## config.mk

```make
export PLATFORM = sky130hd
export DESIGN_NAME = best_fit_bin_packer
export DESIGN_NICKNAME = d
export VERILOG_FILES = /design/src/rtl/bbp_pkg.sv /design/src/rtl/bbp_ram.sv /design/src/rtl/bbp_scan.sv /design/src/rtl/best_fit_bin_packer.sv
export SDC_FILE = /design/constraint.sdc
export NUM_CORES = 1
export LEC_CHECK = 0
export ABC_AREA = 1
export BUFFER_PORTS_ARGS = -buffer_cell sky130_fd_sc_hd__buf_4
export CORE_MARGIN = 2
export CORE_UTILIZATION = 55
export CTS_CLUSTER_DIAMETER = 150
export CTS_CLUSTER_SIZE = 30
export DETAILED_ROUTE_END_ITERATION = 7
export PLACE_DENSITY = 0.77
export SYNTH_ARGS = -nofsm -noshare
export SYNTH_HDL_FRONTEND = slang
export SYNTH_SLANG_ARGS = --single-unit
```

## constraint.sdc

```tcl
create_clock -name i_clk -period 6.6 [get_ports i_clk]
set_input_delay 0.33 -clock i_clk [delete_from_list [all_inputs] [get_ports i_clk]]
set_output_delay 0.33 -clock i_clk [all_outputs]
set_load 0.05 [all_outputs]
```

## src/rtl/bbp_pkg.sv

```systemverilog
// Shared types, constants and codes for the best-fit bin packer.
// No dependencies; bbp_scan and the top level import this package, bbp_ram does not.
package bbp_pkg;

    localparam int MAX_BINS = 64;
    localparam int BIN_W    = (MAX_BINS > 1) ? $clog2(MAX_BINS) : 1;
    localparam int CNT_W    = $clog2(MAX_BINS + 1);

    localparam int CAP_W   = 10;
    localparam int ID_W    = 16;
    localparam int OBIN_W  = 6;
    localparam int OCNT_W  = 7;
    localparam int ST_W    = 2;

    localparam int S_DATA_W = 32;
    localparam int M_DATA_W = 40;

    localparam logic [CAP_W-1:0] CAP_RESET = CAP_W'(16);

    localparam logic OP_PLACE = 1'b0;
    localparam logic OP_CLEAR = 1'b1;

    localparam logic [ST_W-1:0] ST_OK       = 2'd0;
    localparam logic [ST_W-1:0] ST_OVERSIZE = 2'd1;
    localparam logic [ST_W-1:0] ST_FULL     = 2'd2;

    typedef enum logic [2:0] {
        S_IDLE = 3'b001,
        S_SCAN = 3'b010,
        S_FIN  = 3'b100
    } t_state;

    typedef struct packed {
        logic             start;
        logic [CAP_W-1:0] size;
        logic [CNT_W-1:0] count;
    } t_scan_req;

    typedef struct packed {
        logic             done;
        logic             found;
        logic [BIN_W-1:0] idx;
        logic [CAP_W-1:0] orig;
    } t_scan_res;

endpackage

```

## src/rtl/bbp_ram.sv

```systemverilog
// Generic single-clock RAM with one write port and one registered read port.
// Standalone; used for the per-bin leftover store.
module bbp_ram #(
    parameter int WIDTH = 10,
    parameter int DEPTH = 64
) (
    input  logic                                    i_clk,
    input  logic                                    i_we,
    input  logic [((DEPTH > 1) ? $clog2(DEPTH) : 1)-1:0] i_waddr,
    input  logic [WIDTH-1:0]                        i_wdata,
    input  logic                                    i_re,
    input  logic [((DEPTH > 1) ? $clog2(DEPTH) : 1)-1:0] i_raddr,
    output logic [WIDTH-1:0]                        o_rdata
);

    logic [WIDTH-1:0] r_mem [DEPTH];
    logic [WIDTH-1:0] r_rdata;

    always_ff @(posedge i_clk) begin
        if (i_we) begin
            r_mem[i_waddr] <= i_wdata;
        end
        if (i_re) begin
            r_rdata <= r_mem[i_raddr];
        end
    end

    assign o_rdata = r_rdata;

endmodule

```

## src/rtl/bbp_scan.sv

```systemverilog
// Best-fit search over the open bins, one read of the leftover store per bin.
// Depends on bbp_pkg; drives the read port of the leftover RAM.
module bbp_scan
    import bbp_pkg::*;
(
    input  logic             i_clk,
    input  logic             i_rst_n,
    input  t_scan_req        i_req,
    output t_scan_res        o_res,
    output logic             o_rd_en,
    output logic [BIN_W-1:0] o_rd_addr,
    input  logic [CAP_W-1:0] i_rd_data
);

    logic             r_busy;
    logic [CNT_W-1:0] r_issue_idx;
    logic [CNT_W-1:0] r_count;
    logic [CAP_W-1:0] r_size;
    logic             r_cmp_v;
    logic [BIN_W-1:0] r_cmp_idx;
    logic             r_found;
    logic [BIN_W-1:0] r_best_idx;
    logic [CAP_W-1:0] r_best_rem;
    logic [CAP_W-1:0] r_best_orig;

    logic             w_issue;
    logic             w_done;
    logic             w_fit;
    logic [CAP_W-1:0] w_rem;
    logic             w_better;

    always_comb begin
        w_issue  = r_busy && (r_issue_idx < r_count);
        w_done   = r_busy && !w_issue && !r_cmp_v;
        w_fit    = i_rd_data >= r_size;
        w_rem    = i_rd_data - r_size;
        w_better = w_fit && (!r_found || (w_rem < r_best_rem));
    end

    assign o_rd_en   = w_issue;
    assign o_rd_addr = r_issue_idx[BIN_W-1:0];

    always_ff @(posedge i_clk) begin
        if (!i_rst_n) begin
            r_busy      <= 1'b0;
            r_issue_idx <= '0;
            r_count     <= '0;
            r_cmp_v     <= 1'b0;
            r_found     <= 1'b0;
        end else if (i_req.start) begin
            r_busy      <= 1'b1;
            r_issue_idx <= '0;
            r_count     <= i_req.count;
            r_size      <= i_req.size;
            r_cmp_v     <= 1'b0;
            r_found     <= 1'b0;
        end else if (r_busy) begin
            if (w_issue) begin
                r_issue_idx <= r_issue_idx + CNT_W'(1);
                r_cmp_v     <= 1'b1;
                r_cmp_idx   <= r_issue_idx[BIN_W-1:0];
            end else begin
                r_cmp_v <= 1'b0;
            end
            // Read data of the entry issued last cycle is valid now.
            if (r_cmp_v && w_better) begin
                r_found     <= 1'b1;
                r_best_idx  <= r_cmp_idx;
                r_best_rem  <= w_rem;
                r_best_orig <= i_rd_data;
            end
            if (w_done) begin
                r_busy <= 1'b0;
            end
        end
    end

    assign o_res.done  = w_done;
    assign o_res.found = r_found;
    assign o_res.idx   = r_best_idx;
    assign o_res.orig  = r_best_orig;

    a_issue_bound: assert property (@(posedge i_clk) disable iff (!i_rst_n)
        r_issue_idx <= r_count)
        else $error("scan issued a read beyond the open bins");

    a_best_fits: assert property (@(posedge i_clk) disable iff (!i_rst_n)
        (r_found && !r_busy) |-> ((r_best_orig >= r_size) && (CNT_W'(r_best_idx) < r_count)))
        else $error("chosen bin does not hold the task or is not open");

endmodule

```

## src/rtl/best_fit_bin_packer.sv

```systemverilog
// Top level of the best-fit bin packer: request control, bin count, result register.
// Depends on bbp_pkg, bbp_ram and bbp_scan.
//
//  channel   direction  handshake                 contents
//  s_axis    in         tvalid/tready             tuser: op; tdata: task_id, task_size
//  m_axis    out        tvalid/tready             tuser: status; tdata: result fields
//  cfg       in         i_cfg_we (no wait)        capacity
//
// A place request searches the leftover store, reading it once per open bin through its
// single read port. Clear and oversized requests go to the final step with no search.
// A new request is taken while the previous result still waits in the output register;
// a stalled output holds the block in its final step. Reset is synchronous; the leftover
// store needs no clearing.
module best_fit_bin_packer
    import bbp_pkg::*;
(
    input  logic                i_clk,
    input  logic                i_rst_n,
    input  logic                s_axis_tvalid,
    output logic                s_axis_tready,
    // [15:0] task_id, [25:16] task_size, [31:26] zero
    input  logic [S_DATA_W-1:0] s_axis_tdata,
    // [0] op
    input  logic                s_axis_tuser,
    output logic                m_axis_tvalid,
    input  logic                m_axis_tready,
    // [15:0] echo_id, [21:16] bin_index, [31:22] first_slot, [32] opened_new,
    // [39:33] bins_used
    output logic [M_DATA_W-1:0] m_axis_tdata,
    // [1:0] status
    output logic [ST_W-1:0]     m_axis_tuser,
    input  logic                i_cfg_we,
    input  logic [CAP_W-1:0]    i_cfg_wdata
);

    t_state           r_state, n_state;
    logic [CAP_W-1:0] r_capacity;
    logic [CNT_W-1:0] r_open_count;
    logic             r_op;
    logic             r_oversize;
    logic [ID_W-1:0]  r_id;
    logic [CAP_W-1:0] r_size;

    logic                r_out_valid;
    logic [M_DATA_W-1:0] r_out_data;
    logic [ST_W-1:0]     r_out_user;

    t_scan_req        w_req;
    t_scan_res        w_res;
    logic             w_rd_en;
    logic [BIN_W-1:0] w_rd_addr;
    logic [CAP_W-1:0] w_rd_data;

    logic             w_accept;
    logic [ID_W-1:0]  w_in_id;
    logic [CAP_W-1:0] w_in_size;
    logic             w_in_over;
    logic             w_load;

    logic             w_we;
    logic [BIN_W-1:0] w_waddr;
    logic [CAP_W-1:0] w_wdata;
    logic [BIN_W-1:0] w_bin;
    logic [CAP_W-1:0] w_slot;
    logic             w_new;
    logic [ST_W-1:0]  w_status;
    logic [CNT_W-1:0] w_count_next;

    assign w_in_id   = s_axis_tdata[ID_W-1:0];
    assign w_in_size = s_axis_tdata[ID_W+CAP_W-1:ID_W];
    assign w_in_over = w_in_size > r_capacity;

    assign s_axis_tready = (r_state == S_IDLE);
    assign w_accept      = s_axis_tvalid && s_axis_tready;
    assign w_load        = (r_state == S_FIN) && (!r_out_valid || m_axis_tready);

    assign w_req.start = w_accept && (s_axis_tuser == OP_PLACE) && !w_in_over;
    assign w_req.size  = w_in_size;
    assign w_req.count = r_open_count;

    bbp_scan u_scan (
        .i_clk     (i_clk),
        .i_rst_n   (i_rst_n),
        .i_req     (w_req),
        .o_res     (w_res),
        .o_rd_en   (w_rd_en),
        .o_rd_addr (w_rd_addr),
        .i_rd_data (w_rd_data)
    );

    bbp_ram #(
        .WIDTH (CAP_W),
        .DEPTH (MAX_BINS)
    ) u_leftover (
        .i_clk   (i_clk),
        .i_we    (w_we),
        .i_waddr (w_waddr),
        .i_wdata (w_wdata),
        .i_re    (w_rd_en),
        .i_raddr (w_rd_addr),
        .o_rdata (w_rd_data)
    );

    always_comb begin
        n_state = r_state;
        unique case (r_state)
            S_IDLE: begin
                if (w_accept) begin
                    n_state = w_req.start ? S_SCAN : S_FIN;
                end
            end
            S_SCAN: begin
                if (w_res.done) begin
                    n_state = S_FIN;
                end
            end
            S_FIN: begin
                if (w_load) begin
                    n_state = S_IDLE;
                end
            end
            default: n_state = S_IDLE;
        endcase
    end

    // Outcome of the request; the RAM write and count update happen only when
    // the result is loaded, so a stalled output never repeats them.
    always_comb begin
        w_we         = 1'b0;
        w_waddr      = r_open_count[BIN_W-1:0];
        w_wdata      = r_capacity - r_size;
        w_bin        = '0;
        w_slot       = '0;
        w_new        = 1'b0;
        w_status     = ST_OK;
        w_count_next = r_open_count;
        priority if (r_op == OP_CLEAR) begin
            w_count_next = '0;
        end else if (r_oversize) begin
            w_status = ST_OVERSIZE;
        end else if (w_res.found) begin
            w_we    = w_load;
            w_waddr = w_res.idx;
            w_wdata = w_res.orig - r_size;
            w_bin   = w_res.idx;
            w_slot  = r_capacity - w_res.orig;
        end else if (r_open_count < CNT_W'(MAX_BINS)) begin
            w_we         = w_load;
            w_bin        = r_open_count[BIN_W-1:0];
            w_new        = 1'b1;
            w_count_next = r_open_count + CNT_W'(1);
        end else begin
            w_status = ST_FULL;
        end
    end

    always_ff @(posedge i_clk) begin
        if (!i_rst_n) begin
            r_state      <= S_IDLE;
            r_capacity   <= CAP_RESET;
            r_open_count <= '0;
            r_out_valid  <= 1'b0;
        end else begin
            r_state <= n_state;
            if (i_cfg_we) begin
                r_capacity <= i_cfg_wdata;
            end
            if (w_load) begin
                r_open_count <= w_count_next;
                r_out_valid  <= 1'b1;
            end else if (m_axis_tready) begin
                r_out_valid <= 1'b0;
            end
        end
    end

    always_ff @(posedge i_clk) begin
        if (w_accept) begin
            r_op       <= s_axis_tuser;
            r_oversize <= w_in_over;
            r_id       <= w_in_id;
            r_size     <= w_in_size;
        end
        if (w_load) begin
            r_out_data <= {OCNT_W'(w_count_next), w_new, w_slot, OBIN_W'(w_bin), r_id};
            r_out_user <= w_status;
        end
    end

    assign m_axis_tvalid = r_out_valid;
    assign m_axis_tdata  = r_out_data;
    assign m_axis_tuser  = r_out_user;

    a_count_bound: assert property (@(posedge i_clk) disable iff (!i_rst_n)
        r_open_count <= CNT_W'(MAX_BINS))
        else $error("open bin count beyond the bin store");

    a_new_bin_count: assert property (@(posedge i_clk) disable iff (!i_rst_n)
        (w_load && w_new) |=> (r_open_count == $past(r_open_count) + CNT_W'(1)))
        else $error("new bin opened without a count increment");

    a_write_on_load: assert property (@(posedge i_clk) disable iff (!i_rst_n)
        w_we |=> (r_out_valid && (r_out_user == ST_OK)))
        else $error("bin store written without a placed result");

endmodule
```

==> impl_metrics.yaml <==
status:
  status: "finished clean"
logic_synthesis:
  ys_async_sr_fraction_pct: 0
  syn_area_sq_um: 33800
  seq_area_frac_synth_pct: 69.9
  synth_seq_cells: 800
  ys_types: 47
  synth_edf_count: 762
  ys.flop_type: "edfxtp_1"
  syn-num-nets: 3014
  ys_warn_count: 0
  synth.avg_cell_area_sq_um: 11.7
  synthCells: 2897
global_route:
  grt-ovfl-total: 0
  grt_pass1_vias: 21600
  grt_first_pass_wirelength_mm: 119
  antenna_found_initial: 0
  grt_max_degree: 203
  grtUsageTotal_pct: 24.1
die:
  die_h_microns: 252
  coreArea_sq_um: 60600
  die_x_microns: 252
  rows: 90
  die-area_sq_um: 63500
  start_util_pct: 55.8
  io_pins: 92
clock_network:
  cts_max_path_buffers: 3
  clk_pin_slew_ns: 0.11
  cts_sinks: 800
  cts_tree: "yes"
  root_buffer: "clkbuf_16"
  htreeDepth: 1
  clk_latency_ns: 0.64
  cts_buffers: 30
  post_cts_buffers: 0
cells_and_area:
  fin_util_pct: 60.0
  fin_nets: 3059
  drive_gt1_share_pct: 6.81
  diodes: 0
  nFillCells: 4636
  stdcell_area_sq_um: 36300
  area_delta_synth_final_pct: 7.46
worst_setup_path:
  arrival_ns: 4.11
  worst_setup_path_end_kind: "flop"
  startpoint_type: "flop"
  worst-path-max-fanout: 29
  worstPathRequired_ns: 6.85
  rrSetupSlack_ns: 2.74
  criticalPathCategory: "flop to flop"
timing:
  hold_viol_final: 0
  slew_viol_final: 0
  rsz0062_at_grt: "no"
  max_slew_margin_pct: 20.1
  period_needed_ns: 3.86
  setup_viol: 0
  fin_worst_skew_ns: 0.0282
  tightest_slew_ns: 1.20
  max_freq_mhz: 259
  setup-tns-final_ns: 0
  min_period_over_period_pct: 58.4
  worst_slack_ns: 2.74
placed_design:
  pre_cts_slack_ns: 2.93
  placed_area_sq_um: 35100
  place.gp.congestion: 0.919
  dp_hpwl_mm: 46.4
  port_buffers: 85
routing:
  antenna_left: 0
  viasPerCell: 5.94
  routed_wl_mm: 77.4
  drtIter0Drc: 2401
  via_count: 22200
  wire_per_inst_microns: 20.7
  drc: 0
  first_pass_iters: 7
pwr:
  leakage_nw: 12.6
  powerDensity_nw_per_um2: 251
  ir_drop_v: 0.000201
worst_hold_path:
  hp-class: "primary input to flop"
flow_run:
  max_cap_viol_count: 0
==> cell families (layout without fill, tap and decap cells) <==
kind of cell    after synthesis  count (layout)  synth area share, %
flops                       800             800                 69.9
buf+inv                     306             374                 3.87
mux                           2               2               0.0592
simple gates               1116            1116                 13.5
xor+xnor                     16              16                0.414
fa+ha+maj                    69              69                 2.64
compound gates              588             588                 9.58
==> worst paths after layout <==
path | from | cells after the start | endpoint
setup / recovery | r_op$_DFFE_PP_ | 8 | u_leftover.r_mem[9][1]$_DFFE_PP_
hold / removal | s_axis_tvalid | 4 | r_state[0]$_SDFFE_PN1P_
setup reg to reg | r_op$_DFFE_PP_ | 8 | u_leftover.r_mem[9][1]$_DFFE_PP_
hold reg to reg | u_scan.r_cmp_idx[2]$_DFFE_PP_ | 0 | u_scan.r_best_idx[2]$_DFFE_PP_
==> metrics by stage <==
stage | hold slack [ns] | cells | power (W)
after floorplan | 0.400 | 2897 | 0.00654
after global routing | 0.0624 | 3747 | 0.00941
after detailed placement | 0.405 | 3652 | 0.00690
final | 0.0569 | 3747 | 0.00914
after global placement | 0.400 | 3652 | 0.00686
after CTS | 0.0270 | 3747 | 0.00916
==> placed cells by master (no fill, tap or decap), drive strengths merged, types with 19 or more instances in the layout <==
cell type,Yosys,layout
nand3,161,161
dlygate4sd3,0,40
o211ai,74,74
nand2,360,360
buf,72,109
o22ai,19,19
ha,65,65
edfxtp,762,762
inv,166,167
nor2,555,555
a21oi,106,106
o21ai,370,370
dfxtp,38,38
clkbuf,64,54
==> power by group <==
part	switching (W)	internal, W
logic	0.000679	0.000172
registers	0.0000244	0.00594
clock network	0.00143	0.000900
==> sequential cells by signal (all words and copies together) (netlist names), 2 cells and up <==
register            cells
r_id                   16
r_state                 3
r_capacity             10
u_scan.r_best_orig     10
u_scan.r_size          10
m_axis_tuser            2
u_leftover.o_rdata     10
u_scan.r_best_idx       6
u_scan.r_best_rem      10
u_scan.r_count          7
u_scan.r_cmp_idx        6
r_open_count            7
u_leftover.r_mem      640
m_axis_tdata           40
r_size                 10
u_scan.r_issue_idx      7
==> cells in the mapped netlist (2+ instances only) <==
master      n  area [sq um]
buf_1      14          52.6
nand3_2     2          20.0
buf_2      30           150
clkinv_1    4          15.0
nand3b_1    5          37.5
o21ai_1     3          15.0
o21ai_2     3          26.3
nor3_2      7          70.1
nand3_1   159           796
inv_2      10          37.5
a211oi_1    4          30.0
ha_1       65           813
o211ai_1   74           556
nand2_1   354          1330
nor2_1    554          2080
o21bai_1    3          22.5
xor2_1     11          96.3
o22ai_1    19           119
nor3_1      8          40.0
o21a_1      4          30.0
a31oi_1     4          25.0
a21oi_1   106           531
a21o_1      2          15.0
nand4_1     6          37.5
o21ai_4     3          48.8
clkbuf_1   64           240
xnor2_1     5          43.8
o21ai_0   361          1810
mux2i_1     2          20.0
dfxtp_1    38           761
buf_4      24           180
nand2_2     5          31.3
edfxtp_1  762         22900
buf_6       3          33.8
or2_2       9          56.3
fa_1        4          80.1
inv_1     156           586
==> routing by layer <==
metal / vias up / share of wire, % / routed length (microns) / global-route usage (%)
met1: 10800 / 40 / 30900 / 32.7
met4: 0 / 3.6 / 2770 / 9.03
met5: - / 0 / 0 / 0
met2: 1071 / 48 / 36800 / 39.6
met3: 145 / 8.8 / 6850 / 3.65
li1: 10300 / - / - / -
==> final cells by class <==
class	count	area [sq um]	share of cell area (%)
Clock inverter	1	11.3	0.0310
Sequential cell	800	23700	65.1
Timing Repair Buffer	149	1230	3.39
Multi-Input combinational cell	1791	8970	24.7
Tap cell	782	978	2.69
Clock buffer	54	862	2.37
Inverter	170	647	1.78
==> critical path: stages (launching register included) <==
cell and delay, ns:
edfxtp_1 0.46, inv_2 0.18, nand2_4 0.11, nor2_4 0.08
buf_4 0.43, o21ai_4 0.16, nor2_1 0.24, nand3_1 0.68
nor2_1 1.12
==> what timing repair did <==
action	in CTS	in global routing
hold buffers	40	0
hold endpoints to repair	49	0
gates resized for setup	0	0
Power figures use the tool's default switching activity.
